## config.mk

```make
export PLATFORM = sky130hd
export DESIGN_NAME = clipped_line_rasterizer
export DESIGN_NICKNAME = d
export VERILOG_FILES = /design/src/rtl/core/clr_pkg.sv /design/src/rtl/core/clr_apb_regs.sv /design/src/rtl/core/clr_stepper.sv /design/src/rtl/core/clipped_line_rasterizer.sv
export SDC_FILE = /design/constraint.sdc
export NUM_CORES = 1
export LEC_CHECK = 0
export ABC_AREA = 1
export BUFFER_PORTS_ARGS = -buffer_cell sky130_fd_sc_hd__buf_2
export CAP_MARGIN = 20
export CORE_MARGIN = 5
export CORE_UTILIZATION = 50
export CTS_CLUSTER_SIZE = 16
export DETAILED_ROUTE_END_ITERATION = 16
export PLACE_DENSITY = 0.7
export SYNTH_ARGS = -nofsm -noshare
export SYNTH_HDL_FRONTEND = slang
export SYNTH_SLANG_ARGS = --single-unit
export TNS_END_PERCENT = 1
```

## constraint.sdc

```tcl
create_clock -name clk -period 6.45 [get_ports clk]
set_clock_uncertainty 0.2 [all_clocks]
set_input_delay 1.29 -clock clk [delete_from_list [all_inputs] [get_ports clk]]
set_output_delay 1.29 -clock clk [all_outputs]
set_load 0.005 [all_outputs]
```

## src/rtl/core/clr_pkg.sv

```systemverilog
`timescale 1ns / 1ps
// ----------------------------------------------------------------------------
// clr_pkg
// shared types and constants of the clipped line rasterizer
// ----------------------------------------------------------------------------
package clr_pkg;

	// clip window registers are fixed at 12 bits
	localparam int CLIP_BITS = 12;
	localparam int APB_DATA_BITS = 32;
	localparam int APB_ADDR_BITS = 3;

	localparam logic [CLIP_BITS-1:0] CLIP_WIDTH_RST  = 12'd480;
	localparam logic [CLIP_BITS-1:0] CLIP_HEIGHT_RST = 12'd120;

	typedef enum logic {
		OP_LOAD = 1'b0,
		OP_STEP = 1'b1
	} op_t;

	typedef enum logic {
		REG_CLIP_WIDTH  = 1'b0,
		REG_CLIP_HEIGHT = 1'b1
	} reg_idx_t;

	// commands from the word registers to the stepper
	typedef struct packed {
		logic load;
		logic step;
	} step_ctrl_t;

endpackage

```

## src/rtl/core/clr_apb_regs.sv

```systemverilog
`timescale 1ns / 1ps
// ----------------------------------------------------------------------------
// clr_apb_regs
// apb register file holding the clip window size
// ----------------------------------------------------------------------------
module clr_apb_regs import clr_pkg::*; (
	input  logic                     clk,
	input  logic                     arst_n,
	input  logic                     psel,
	input  logic                     penable,
	input  logic                     pwrite,
	input  logic [APB_ADDR_BITS-1:0] paddr,
	input  logic [APB_DATA_BITS-1:0] pwdata,
	output logic [APB_DATA_BITS-1:0] prdata,
	output logic                     pready,
	output logic [CLIP_BITS-1:0]     clip_width,
	output logic [CLIP_BITS-1:0]     clip_height
);

	logic [CLIP_BITS-1:0] clip_width_q;
	logic [CLIP_BITS-1:0] clip_height_q;
	reg_idx_t             reg_idx;
	logic                 wr_en;

	assign pready  = 1'b1;
	// registers sit at word addresses, bit 2 picks one
	assign reg_idx = reg_idx_t'(paddr[2]);
	assign wr_en   = psel && penable && pwrite && pready;

	always_ff @(posedge clk or negedge arst_n) begin
		if (!arst_n) begin
			clip_width_q  <= CLIP_WIDTH_RST;
			clip_height_q <= CLIP_HEIGHT_RST;
		end else if (wr_en) begin
			unique case (reg_idx)
				REG_CLIP_WIDTH:  clip_width_q  <= pwdata[CLIP_BITS-1:0];
				REG_CLIP_HEIGHT: clip_height_q <= pwdata[CLIP_BITS-1:0];
				default: ;
			endcase
		end
	end

	always_comb begin
		prdata = '0;
		unique case (reg_idx)
			REG_CLIP_WIDTH:  prdata[CLIP_BITS-1:0] = clip_width_q;
			REG_CLIP_HEIGHT: prdata[CLIP_BITS-1:0] = clip_height_q;
			default: ;
		endcase
	end

	assign clip_width  = clip_width_q;
	assign clip_height = clip_height_q;

endmodule

```

## src/rtl/core/clr_stepper.sv

```systemverilog
`timescale 1ns / 1ps
// ----------------------------------------------------------------------------
// clr_stepper
// bresenham state, clip test and one-pixel advance per step
// ----------------------------------------------------------------------------
module clr_stepper import clr_pkg::*; #(
	parameter int COORD_BITS = 12
) (
	input  logic                         clk,
	input  logic                         arst_n,
	input  step_ctrl_t                   ctrl,
	input  logic signed [COORD_BITS-1:0] x_start,
	input  logic signed [COORD_BITS-1:0] y_start,
	input  logic signed [COORD_BITS-1:0] x_end,
	input  logic signed [COORD_BITS-1:0] y_end,
	input  logic [CLIP_BITS-1:0]         clip_width,
	input  logic [CLIP_BITS-1:0]         clip_height,
	output logic signed [COORD_BITS-1:0] pixel_x,
	output logic signed [COORD_BITS-1:0] pixel_y,
	output logic                         visible,
	output logic                         last,
	output logic                         busy
);

	localparam int DW = COORD_BITS + 1;   // delta width
	localparam int EW = COORD_BITS + 3;   // error term width
	localparam int CW = (COORD_BITS > CLIP_BITS) ? COORD_BITS : CLIP_BITS;

	logic signed [COORD_BITS-1:0] cur_x_q, cur_y_q, end_x_q, end_y_q;
	logic [DW-1:0]                abs_dx_q, abs_dy_q;
	logic                         dir_x_neg_q, dir_y_neg_q;
	logic signed [EW-1:0]         err_q;
	logic                         busy_q;

	logic signed [DW-1:0] dx_raw, dy_raw;
	logic [DW-1:0]        dx_abs, dy_abs;
	logic signed [EW-1:0] err_init;
	logic signed [EW:0]   e2, dx_e, dy_e;
	logic                 step_x, step_y;
	logic signed [EW-1:0] err_next;
	logic [CW-1:0]        x_cmp, y_cmp, w_cmp, h_cmp;

	// load setup
	always_comb begin
		dx_raw   = DW'(x_end) - DW'(x_start);
		dy_raw   = DW'(y_end) - DW'(y_start);
		dx_abs   = dx_raw[DW-1] ? DW'(-dx_raw) : DW'(dx_raw);
		dy_abs   = dy_raw[DW-1] ? DW'(-dy_raw) : DW'(dy_raw);
		err_init = signed'(EW'(dx_abs)) - signed'(EW'(dy_abs));
	end

	// doubled-error test
	always_comb begin
		e2       = {err_q, 1'b0};
		dx_e     = signed'((EW+1)'(abs_dx_q));
		dy_e     = signed'((EW+1)'(abs_dy_q));
		step_x   = e2 > -dy_e;
		step_y   = e2 < dx_e;
		err_next = err_q - (step_x ? signed'(EW'(abs_dy_q)) : '0)
		                 + (step_y ? signed'(EW'(abs_dx_q)) : '0);
	end

	// clip window test
	always_comb begin
		x_cmp   = CW'(unsigned'(cur_x_q));
		y_cmp   = CW'(unsigned'(cur_y_q));
		w_cmp   = CW'(clip_width);
		h_cmp   = CW'(clip_height);
		visible = !cur_x_q[COORD_BITS-1] && (x_cmp < w_cmp) &&
		          !cur_y_q[COORD_BITS-1] && (y_cmp < h_cmp);
		last    = (cur_x_q == end_x_q) && (cur_y_q == end_y_q);
	end

	always_ff @(posedge clk or negedge arst_n) begin
		if (!arst_n) begin
			cur_x_q     <= '0;
			cur_y_q     <= '0;
			end_x_q     <= '0;
			end_y_q     <= '0;
			abs_dx_q    <= '0;
			abs_dy_q    <= '0;
			dir_x_neg_q <= 1'b0;
			dir_y_neg_q <= 1'b0;
			err_q       <= '0;
			busy_q      <= 1'b0;
		end else if (ctrl.load) begin
			cur_x_q     <= x_start;
			cur_y_q     <= y_start;
			end_x_q     <= x_end;
			end_y_q     <= y_end;
			abs_dx_q    <= dx_abs;
			abs_dy_q    <= dy_abs;
			dir_x_neg_q <= !(x_start < x_end);
			dir_y_neg_q <= !(y_start < y_end);
			err_q       <= err_init;
			busy_q      <= 1'b1;
		end else if (ctrl.step && busy_q) begin
			if (last) begin
				busy_q <= 1'b0;
			end else begin
				err_q <= err_next;
				if (step_x) begin
					cur_x_q <= dir_x_neg_q ? cur_x_q - COORD_BITS'(1)
					                       : cur_x_q + COORD_BITS'(1);
				end
				if (step_y) begin
					cur_y_q <= dir_y_neg_q ? cur_y_q - COORD_BITS'(1)
					                       : cur_y_q + COORD_BITS'(1);
				end
			end
		end
	end

	assign pixel_x = cur_x_q;
	assign pixel_y = cur_y_q;
	assign busy    = busy_q;

endmodule

```

## src/rtl/core/clipped_line_rasterizer.sv

```systemverilog
`timescale 1ns / 1ps
// ----------------------------------------------------------------------------
// clipped_line_rasterizer
// bresenham line stepper with a clip window test
// ----------------------------------------------------------------------------
// A load word (op 0) latches both endpoints and sets up the deltas, step
// directions and error term; it gives no result. Each step word (op 1) while
// a line is active returns the current pixel with a visible flag for the
// clip window (0 <= x < clip_width, 0 <= y < clip_height) and a last flag at
// the end point, then advances one pixel. A step with no active line gives
// nothing, and a load replaces any line in progress. Each word is held in the
// input register; the edge that consumes it updates the stepper state and,
// for a step, loads the result register, so a word can be taken every
// cycle as long as the result side keeps up. The clip registers live at
// byte address 0 (width) and 4 (height) of the apb port and should be written
// only while no line is being drawn.
// ----------------------------------------------------------------------------
module clipped_line_rasterizer import clr_pkg::*; #(
	parameter int COORD_BITS = 12
) (
	input  logic                         clk,
	input  logic                         arst_n,
	// apb configuration port
	input  logic                         psel,
	input  logic                         penable,
	input  logic                         pwrite,
	input  logic [APB_ADDR_BITS-1:0]     paddr,
	input  logic [APB_DATA_BITS-1:0]     pwdata,
	output logic [APB_DATA_BITS-1:0]     prdata,
	output logic                         pready,
	// input words
	input  logic                         in_valid,
	output logic                         in_ready,
	input  logic                         op,
	input  logic signed [COORD_BITS-1:0] x_start,
	input  logic signed [COORD_BITS-1:0] y_start,
	input  logic signed [COORD_BITS-1:0] x_end,
	input  logic signed [COORD_BITS-1:0] y_end,
	// result words
	output logic                         out_valid,
	input  logic                         out_ready,
	output logic signed [COORD_BITS-1:0] pixel_x,
	output logic signed [COORD_BITS-1:0] pixel_y,
	output logic                         visible,
	output logic                         last
);

	logic [CLIP_BITS-1:0] clip_width, clip_height;

	// input register
	logic                         valid_s1;
	op_t                          op_s1;
	logic signed [COORD_BITS-1:0] x_start_s1, y_start_s1, x_end_s1, y_end_s1;

	// result register
	logic                         out_valid_q;
	logic signed [COORD_BITS-1:0] pixel_x_q, pixel_y_q;
	logic                         visible_q, last_q;

	// stepper outputs
	logic signed [COORD_BITS-1:0] cur_x, cur_y;
	logic                         cur_vis, cur_last, busy;

	step_ctrl_t ctrl;
	logic       out_free;   // result register can take a word this cycle
	logic       emit;       // a pixel goes into the result register
	logic       adv_s1;     // the word in the input register is consumed

	clr_apb_regs u_regs (
		.clk         (clk),
		.arst_n      (arst_n),
		.psel        (psel),
		.penable     (penable),
		.pwrite      (pwrite),
		.paddr       (paddr),
		.pwdata      (pwdata),
		.prdata      (prdata),
		.pready      (pready),
		.clip_width  (clip_width),
		.clip_height (clip_height)
	);

	// a load or an idle step never needs the result side
	always_comb begin
		out_free  = !out_valid_q || out_ready;
		emit      = valid_s1 && (op_s1 == OP_STEP) && busy && out_free;
		adv_s1    = valid_s1 && ((op_s1 == OP_LOAD) || !busy || out_free);
		ctrl.load = valid_s1 && (op_s1 == OP_LOAD);
		ctrl.step = emit;
		in_ready  = !valid_s1 || adv_s1;
	end

	clr_stepper #(
		.COORD_BITS (COORD_BITS)
	) u_stepper (
		.clk         (clk),
		.arst_n      (arst_n),
		.ctrl        (ctrl),
		.x_start     (x_start_s1),
		.y_start     (y_start_s1),
		.x_end       (x_end_s1),
		.y_end       (y_end_s1),
		.clip_width  (clip_width),
		.clip_height (clip_height),
		.pixel_x     (cur_x),
		.pixel_y     (cur_y),
		.visible     (cur_vis),
		.last        (cur_last),
		.busy        (busy)
	);

	// input register control
	always_ff @(posedge clk or negedge arst_n) begin
		if (!arst_n) begin
			valid_s1 <= 1'b0;
		end else if (in_ready) begin
			valid_s1 <= in_valid;
		end
	end

	// input register payload
	always_ff @(posedge clk) begin
		if (in_valid && in_ready) begin
			op_s1      <= op_t'(op);
			x_start_s1 <= x_start;
			y_start_s1 <= y_start;
			x_end_s1   <= x_end;
			y_end_s1   <= y_end;
		end
	end

	// result register control
	always_ff @(posedge clk or negedge arst_n) begin
		if (!arst_n) begin
			out_valid_q <= 1'b0;
		end else if (out_free) begin
			out_valid_q <= emit;
		end
	end

	// result register payload
	always_ff @(posedge clk) begin
		if (emit) begin
			pixel_x_q <= cur_x;
			pixel_y_q <= cur_y;
			visible_q <= cur_vis;
			last_q    <= cur_last;
		end
	end

	assign out_valid = out_valid_q;
	assign pixel_x   = pixel_x_q;
	assign pixel_y   = pixel_y_q;
	assign visible   = visible_q;
	assign last      = last_q;

endmodule
```

# == Yosys cells after proc, flatten, opt, wreduce, memory -nomap -nowiden ==
# Cells that the tools add are included.
# Widths: inputs -> output; s select.
# classes
addsub,12
multipliers,0
div,0
magnitude_cmp,6
n_eq_ne,3
n_shift,0
mux,21
bitwise,2
n_reduce_logical,34
# ops
op,count
$mux 12,10
$mux 13,4
$lt 12x12->1,4
$mux 15,3
$neg 13->13,2
$sub 12x12->13,2
$add 12x2->12 const B,2
$eq 12x12->1,2
$pmux 12 s2,1
$sub 12x2->12 const B,2
$gt 16x16->1,1
$lt 16x14->1,1
$neg 13->16,1
$add 15x15->15,1
$sub 15x15->15,1
$sub 13x13->14,1
$logic_and 1x1->1,13
$reduce_and 2->1,4
$reduce_bool 2->1,4
$logic_not 1->1,7
$reduce_and 3->1,2
$logic_or 1x1->1,4
$mux 1,3
$ne 2x1->1 const B,1
$not 1->1,2
# totals
reg_bits,193
latchBits,0
ramBits,0
mem_bits_ro,0
in_bits,91
output_inout_bits,61
word_cells,101
mem_count,0

# == Longest topological paths before layout ==
# Gate-level depths: netlist (run 1).
# logic_depth
ltp_word,8
ltp_mapped,37
mapped_depth_nobuf,37

# == Modules after synthesis ==
# Synthesis (run 1) repeated with hierarchy kept, for this count alone.
# hier_totals
hier_cells,1915
area_unflattened_um2,14438.8
# modules_own_cells
module,n_inst,cells_each,area_each_um2,seq_area_each_um2
clr_stepper,1,1653,10757.8,2302.2
clipped_line_rasterizer,1,92,2367.3,2302.2
clr_apb_regs,1,170,1313.8,610.6

# == Worst setup path after synthesis (run 1) ==
# OpenSTA, ideal clock, no wires.
# synth_timing
kind,register to register
from,register u_stepper.abs_dy_q[0]
to,register u_stepper.err_q[12]
setup_ps,120
arrival_time_ps,4523
t_required_ps,6130
setup_slack_ps,1607
stages_incl_launch_ff,32
path_buffers,1
period_less_slack_ps,4843
cell_sequence,dfrtp_1 -> inv_1 -> ha_1 -> nand3_1 -> nor2_1 -> nand2_1 -> nor3_1 -> nand4_1 -> nor2_1 -> xor2_1 -> ha_1 -> nand4_1 -> a31oi_1 -> nor2_1 -> a21oi_1 -> nor2_1 -> inv_1 -> buf_2 -> nor2_1 -> fa_1 -> inv_1 -> ha_1 -> a21oi_1 -> nand2_1 -> a21boi_0 -> o21bai_1 -> nand2_1 -> nand3_1 -> nand3_1 -> nand2_1 -> nand2_1 -> o21ai_2
# synth_via
elab_chain_cells,8
# synth_rtl
element,line_no,rtl
from (decl),clr_stepper.sv:30,"logic [DW-1:0] abs_dx_q, abs_dy_q;"
from (signal assigned),clr_stepper.sv:92,abs_dy_q <= dy_abs;
$neg 13->16,clr_stepper.sv:57,step_x = e2 > -dy_e;
$gt 16x16->1,clr_stepper.sv:57,
$mux 13 *,clr_stepper.sv:59,err_next = err_q - (step_x ? signed'(EW'(abs_dy_q)) : '0)
$sub 15x15->15 *,clr_stepper.sv:59,
$add 15x15->15 *,clr_stepper.sv:60,+ (step_y ? signed'(EW'(abs_dx_q)) : '0);
$mux 15 *,clr_stepper.sv:98,if (last) begin
$mux 15 *,clr_stepper.sv:97,end else if (ctrl.step && busy_q) begin
$mux 15 *,clr_stepper.sv:86,end else if (ctrl.load) begin
to (signal assigned),clr_stepper.sv:95,err_q <= err_init;
to (signal assigned),clr_stepper.sv:101,err_q <= err_next;
to (decl),clr_stepper.sv:32,logic signed [EW-1:0] err_q;
# Every way passes the cells marked *; elsewhere a longest branch is shown, timed or not. The select of a mux whose other input is x is not followed.
# A chain may end at the register's enable or synchronous reset.

# == Worst setup path after layout (run 1) ==
# layout_timing
from,register u_stepper.abs_dy_q[1]
to,register u_stepper.err_q[12]
# Same word-level chain as after synthesis.

==> impl_metrics.ini, run 1 <==
[outcome]
status = finished clean

[drt]
vias = 11940
drt_iter0_drc = 814
drc = 0
routed_via_density = 5.188
wire_per_inst_um = 15.71
ant_nets = 0
wirelength_um = 36140
drtPass1Iterations = 5

[synth]
synthCells = 1814
async_reset_ff_frac = 0.6114
synth_compound_area_frac = 0.1066
synth_area_leaders = dfrtp_1, edfxtp_1, nand2_1
synth_top_area_share = 0.1948
synth_flop_cell = dfrtp_1
synth_seq_cells = 193
ys_seq_area_frac = 0.3690
synth_top_family_by_area = simple AND/OR/NAND/NOR gates
synthSimpleGateAreaFrac = 0.2529
syn_area_per_cell_um2 = 7.791
yosysWarnings = 0
synthMuxAreaShare = 0.0007083
netlist_area_um2 = 14130
synthAdderAreaFrac = 0.1371
synth_cell_types = 57
synth_top_area_cell = dfrtp_1
yosys.area_share.xor_xnor = 0.04205
synth_edf_count = 75

[global_route]
grt_max_degree = 88
grt-ovfl-total = 0
track_usage = 0.2328
grt_pass1_wl_um = 58500
grt_pass1_vias = 11690
antenna_found_initial = 4

[cts]
cts_buffers = 17
cts_hold_buffers = 0
cts_tree = yes
clk_latency_ps = 450
clk_path_buf_depth = 2
cts_max_level = 4
cts_resized = 0
cts_setup_buffers = 0
cts_root_buf = clkbuf_16
cts.sinks = 193
path_clk_slew_ps = 80

[critical_path]
cpPeakStageDelay_ps = 520
r2r_setup_slack_ps = 550
worstPathRequired_ps = 6590
worstReg2RegStart = u_stepper.abs_dy_q[1]
crit_path_top_delay_cell = fa_1
rr_endpoint = u_stepper.err_q[12]
cp_top_family = simple AND/OR/NAND/NOR gates
critPathBufInv = 2
critPathMaxFanout = 13
r2r_cells = 29
critical_path_class = flop to flop
cp.arrival_ps = 6040
critPathCaptureType = flop
cp_common_cell = nand2_1
start_kind = flop

[floorplanning]
dieArea_um2 = 31730
initial_core_util = 0.5073
fp.dieH_um = 178.1
pin_count = 152
die_width_um = 178.1
rows = 61
core-area_um2 = 27860

[sta]
max_freq_mhz = 169.4
setup_viol = 0
drv_slew = 0
fin_tns_setup_ps = 0
worst_slew_pin_slew_ps = 1035
rsz0062_at_grt = false
period_minus_slack_ps = 5904
fin_crit_sh = 0.9154
hold_violations = 0
relSlewSlack = 0.3085

[worst_hold_path]
hold_depth = 2
hold_path.class = flop to flop
hold-path-endpoint = u_stepper.busy
min-delay-start = u_stepper.busy

[place]
io_buffers = 108
place_area_um2 = 14930
gp_congestion = 0.9019
dp_hpwl_um = 27950

[layout]
fin_area_um2 = 15540
final_common_cell = nand2_1
area_growth_pct = 9.942
mostFrequentLayoutCells = nand2_1, inv_1, ha_1
multi_input_area_um2 = 7722
regArea_um2 = 5215
drive_gt1_frac = 0.1209
final_nets = 2141
nFillCells = 2622

[power]
leakage_nw = 7.906
total_power_mw = 7.056
ir_worst_vdd_v = 0.0002024
power_per_cell_area_nw_per_um2 = 454.2

[flow_run]
drv_cap = 0
[tightest hold or removal path, cell delays in order, from the launching register on]
cell and delay (ps):
dfrtp_1 350, nand2_1 50, nand2_1 50
[through the flow]
stage | util | worst slack (ps) | std cells | hold WS, ps
after CTS | 0.5574 | 627.4 | 2297 | 278.8
after floorplan | - | 1607 | 1833 | 241.8
after detailed placement | 0.5360 | 665.1 | 2265 | 262.2
after global routing | 0.5577 | 102.1 | 2301 | 307.3
final | 0.5577 | 545.8 | 2301 | 273.7
after global placement | 0.5360 | 753.6 | 2265 | 260.6
[synth_stat cells, types with 3 or more instances]
cell type / n
nand2_1: 509
inv_1: 242
ha_1: 126
nor2_1: 117
dfrtp_1: 110
nand3_1: 105
o21ai_0: 101
a21oi_1: 82
edfxtp_1: 75
xor2_1: 43
buf_4: 24
clkbuf_1: 23
nand2_2: 23
nor3_1: 23
xnor2_1: 23
fa_1: 18
o21ai_1: 16
o21ai_2: 16
nand4_1: 15
nor2_2: 11
nand3b_1: 9
o21a_1: 9
dfstp_2: 8
inv_2: 7
o21bai_1: 7
a21boi_0: 5
a21o_1: 5
a21oi_2: 5
buf_2: 5
nand3_2: 5
a31oi_1: 4
buf_6: 4
nor2_4: 4
buf_1: 3
nor4_1: 3
o2111ai_1: 3
[cells by family (layout without fill, tap and decap cells)]
family                     after synthesis  after routing
AOI/OAI and AO/OA                      263            263
xor gates and xnor gates                67             67
adders and majority gates              144            144
buffers and inverters                  309            395
DFF                                    193            193
muxes                                    1              1
other                                    2             25
and+or+nand+nor                        835            835
[state kept, by name, indices dropped and copies added (netlist names), 12 cells and up]
register            count
u_stepper.abs_dy_q     13
y_end_s1               12
x_end_s1               12
u_stepper.err_q        15
u_stepper.pixel_y      12
u_stepper.end_x_q      12
pixel_y                12
u_stepper.pixel_x      12
u_regs.clip_height     12
u_stepper.abs_dx_q     13
u_stepper.end_y_q      12
x_start_s1             12
y_start_s1             12
pixel_x                12
u_regs.clip_width      12
[layout make-up]
class,count,share of cell area
Multi-Input combinational cell,1331,0.4970
Timing Repair Buffer,113,0.03737
Tap cell,378,0.03044
Clock inverter,12,0.009502
Inverter,250,0.06064
Clock buffer,20,0.02875
Sequential cell,193,0.3356
Antenna cell,4,0.0006442
[layer usage]
metal,up-vias,wire length (µm),GRT usage
met1,5578,16340,0.3150
met4,0,745,0.07154
li1,6030,-,-
met2,283,17000,0.3804
met3,47,2061,0.04430
met5,-,0,0
[report_power, final]
group / internal [mW] / switching, mW / leakage, nW
sequential: 1.57 / 0.331 / 2.16
combinational: 1.57 / 2.49 / 5.45
clock: 0.593 / 0.498 / 0.290
[worst max-delay path by stage]
| stage | from | to | slack [ps] | cells past startpoint |
|---|---|---|---|---|
| 2_1_floorplan | u_stepper.abs_dy_q[0] | u_stepper.err_q[12] | 1610 | 31 |
| 3_3_place_gp | u_stepper.abs_dy_q[0] | u_stepper.err_q[12] | 750 | 30 |
| 3_5_place_dp | u_stepper.abs_dy_q[1] | u_stepper.err_q[12] | 670 | 29 |
| 4_1_cts | u_stepper.abs_dy_q[1] | u_stepper.err_q[12] | 630 | 29 |
| 5_1_grt | u_stepper.abs_dy_q[0] | u_stepper.err_q[12] | 100 | 32 |
| 6_report | u_stepper.abs_dy_q[1] | u_stepper.err_q[12] | 550 | 29 |
No activity file was read; power rests on OpenSTA's default activity.
==> run 2, diff against run 1 <==
--- a/config.mk
+++ b/config.mk
@@ -8,6 +8,7 @@
 export ABC_AREA = 1
 export BUFFER_PORTS_ARGS = -buffer_cell sky130_fd_sc_hd__buf_2
 export CAP_MARGIN = 20
+export CORE_ASPECT_RATIO = 0.75
 export CORE_MARGIN = 5
 export CORE_UTILIZATION = 50
 export CTS_CLUSTER_SIZE = 16
==> constraint.sdc (replaced) <==
create_clock -name clk -period 6.1 [get_ports clk]
set_clock_uncertainty 0.2 [all_clocks]
set_input_delay 1.22 -clock clk [delete_from_list [all_inputs] [get_ports clk]]
set_output_delay 1.22 -clock clk [all_outputs]
set_load 0.005 [all_outputs]
==> run 2 against run 1 <==
- global-route usage up 0.35 points
- worst setup slack worse by 25 ps
- sequential cell count is the same
- highest routed layer unchanged
- wire length grew 2.6%
- clock-buffer cell count fell by 1
- critical endpoint unchanged
- combinational power increased by 8.4%
- critical path depth increased by 2
- die area increased by 0.11%
- non-clock buffer count grew 5
==> impl_metrics.ini, run 2 (synthesis results as in run 1) <==
[global_route]
grt_pass1_vias = 11390
grt_max_degree = 98
grt_pass1_wl_um = 59520
grt-ovfl-total = 0
track_usage = 0.2363
antenna_found_initial = 0

[floorplanning]
die_width_um = 204.1
fp.dieH_um = 155.6
initial_core_util = 0.5062
pin_count = 152
core-area_um2 = 27920
dieArea_um2 = 31760
rows = 53

[layout]
instances_no_fill = 2309
final_nets = 2146
final_util = 0.5575
largest_reg_flops = 15
reg.largest.list = u_stepper.err_q (15), u_stepper.abs_dx_q (13), u_stepper.abs_dy_q (13)
antenna_cells = 0
mostFrequentLayoutCells = nand2_1, inv_1, ha_1
max_flop_register = u_stepper.err_q
area_growth_pct = 10.14
drive_gt1_frac = 0.1268
final_common_cell = nand2_1
fin_area_um2 = 15560

[cts]
cts_setup_buffers = 0
path_clk_slew_ps = 70
cts_root_buf = clkbuf_16
cts_buffers = 17
cts_hold_buffers = 0
clk_latency_ps = 460
clk_path_buf_depth = 2
cts_tree = yes
cts.sinks = 193
cts_max_level = 4

[sta]
hold_ws_ps = 281.2
setup_viol = 0
fin_crit_sh = 0.9146
max_freq_mhz = 179.2
drv_slew = 0
hold_violations = 0
fin_tns_setup_ps = 0
layout_setup_ws_ps = 520.7
relSlewSlack = 0.3091
period_minus_slack_ps = 5579
rsz0062_at_grt = false
worst_slew_pin_slew_ps = 1036

[worst_hold_path]
hold_path.class = flop to flop
hold_depth = 2
min-delay-start = u_stepper.busy
hold-path-endpoint = u_stepper.busy

[power]
pwr-share-seq = 0.268
netSwitchingPower_mw = 3.617
p_clk_frac = 0.149
p_int_mw = 3.935
total_power_mw = 7.552
combinationalPowerShare = 0.582
switching_share = 0.4789
ir_worst_vdd_v = 0.0002691
leakage_nw = 7.928
power_per_cell_area_nw_per_um2 = 485.2

[drt]
vias = 12130
ant_nets = 0
wirelength_um = 37070
routed_via_density = 5.253
wire_per_inst_um = 16.05
drt_iter0_drc = 836
drtPass1Iterations = 5
drc = 0

[critical_path]
worstPathRequired_ps = 6280
crit_path_top_delay_cell = fa_1
critPathMaxFanout = 10
critPathCaptureType = flop
r2r_cells = 31
cpPeakStageDelay_ps = 500
cp_top_family = simple AND/OR/NAND/NOR gates
cp.arrival_ps = 5760
rr_endpoint = u_stepper.err_q[12]
critPathBufInv = 3
start_kind = flop
r2r_setup_slack_ps = 520
cp_common_cell = nand2_1
startpoint = u_stepper.abs_dy_q[1]
worstReg2RegStart = u_stepper.abs_dy_q[1]
critical_path_class = flop to flop

[place]
place_area_um2 = 14970
dp_hpwl_um = 28650
place_ws_ps = 314.9
gp_congestion = 0.9196
io_buffers = 108
placedCellCount = 2277

[flow_run]
drv_cap = 0

[outcome]
status = finished clean
-- run 2: final cells by class --
type,instances,area [µm²]
clock inverter,13,127.6
timing repair buffer,118,618.1
tap,385,481.7
inverter,250,942.2
clock buffer,19,442.9
multi-input combinational,1331,7737
fill,2582,12350
sequential,193,5215
-- run 2: worst max path at each step --
stage / endpoint / slack (ps) / cells past startpoint
final: u_stepper.err_q[12] / 520 / 31
after global routing: u_stepper.err_q[13] / 40 / 30
after CTS: u_stepper.err_q[12] / 250 / 32
after detailed placement: u_stepper.err_q[13] / 310 / 32
after global placement: u_stepper.err_q[12] / 400 / 32
after floorplan: u_stepper.err_q[12] / 1260 / 31
-- run 2: worst min-delay path, stage by stage (launching register included) --
cell and delay, ps:
dfrtp_1 350, nand2_1 60, nand2_1 50
-- run 2: timing repair --
| item | in CTS | in global routing |
|---|---|---|
| endpoints found under the hold margin | 0 | 0 |
| resized for setup | 0 | 6 |
| setup endpoints to repair | 0 | 10 |
-- run 2: power groups by stage --
stage	Combinational (mW)	Clock, mW	Sequential (mW)
final	4.40	1.13	2.03
after global routing	5.03	1.21	2.06
after CTS	4.32	1.15	2.02
after detailed placement	4.29	0	2.04
after global placement	4.20	0	2.04
after floorplan	3.34	0	1.90
-- run 2: routing by layer --
layer	vias to the layer above	GRT usage	part of all wire
li1	6061	-	-
met2	357	0.3675	0.44
met4	0	0.03858	0.0090
met3	24	0.05258	0.068
met1	5687	0.3476	0.48
met5	-	0	0
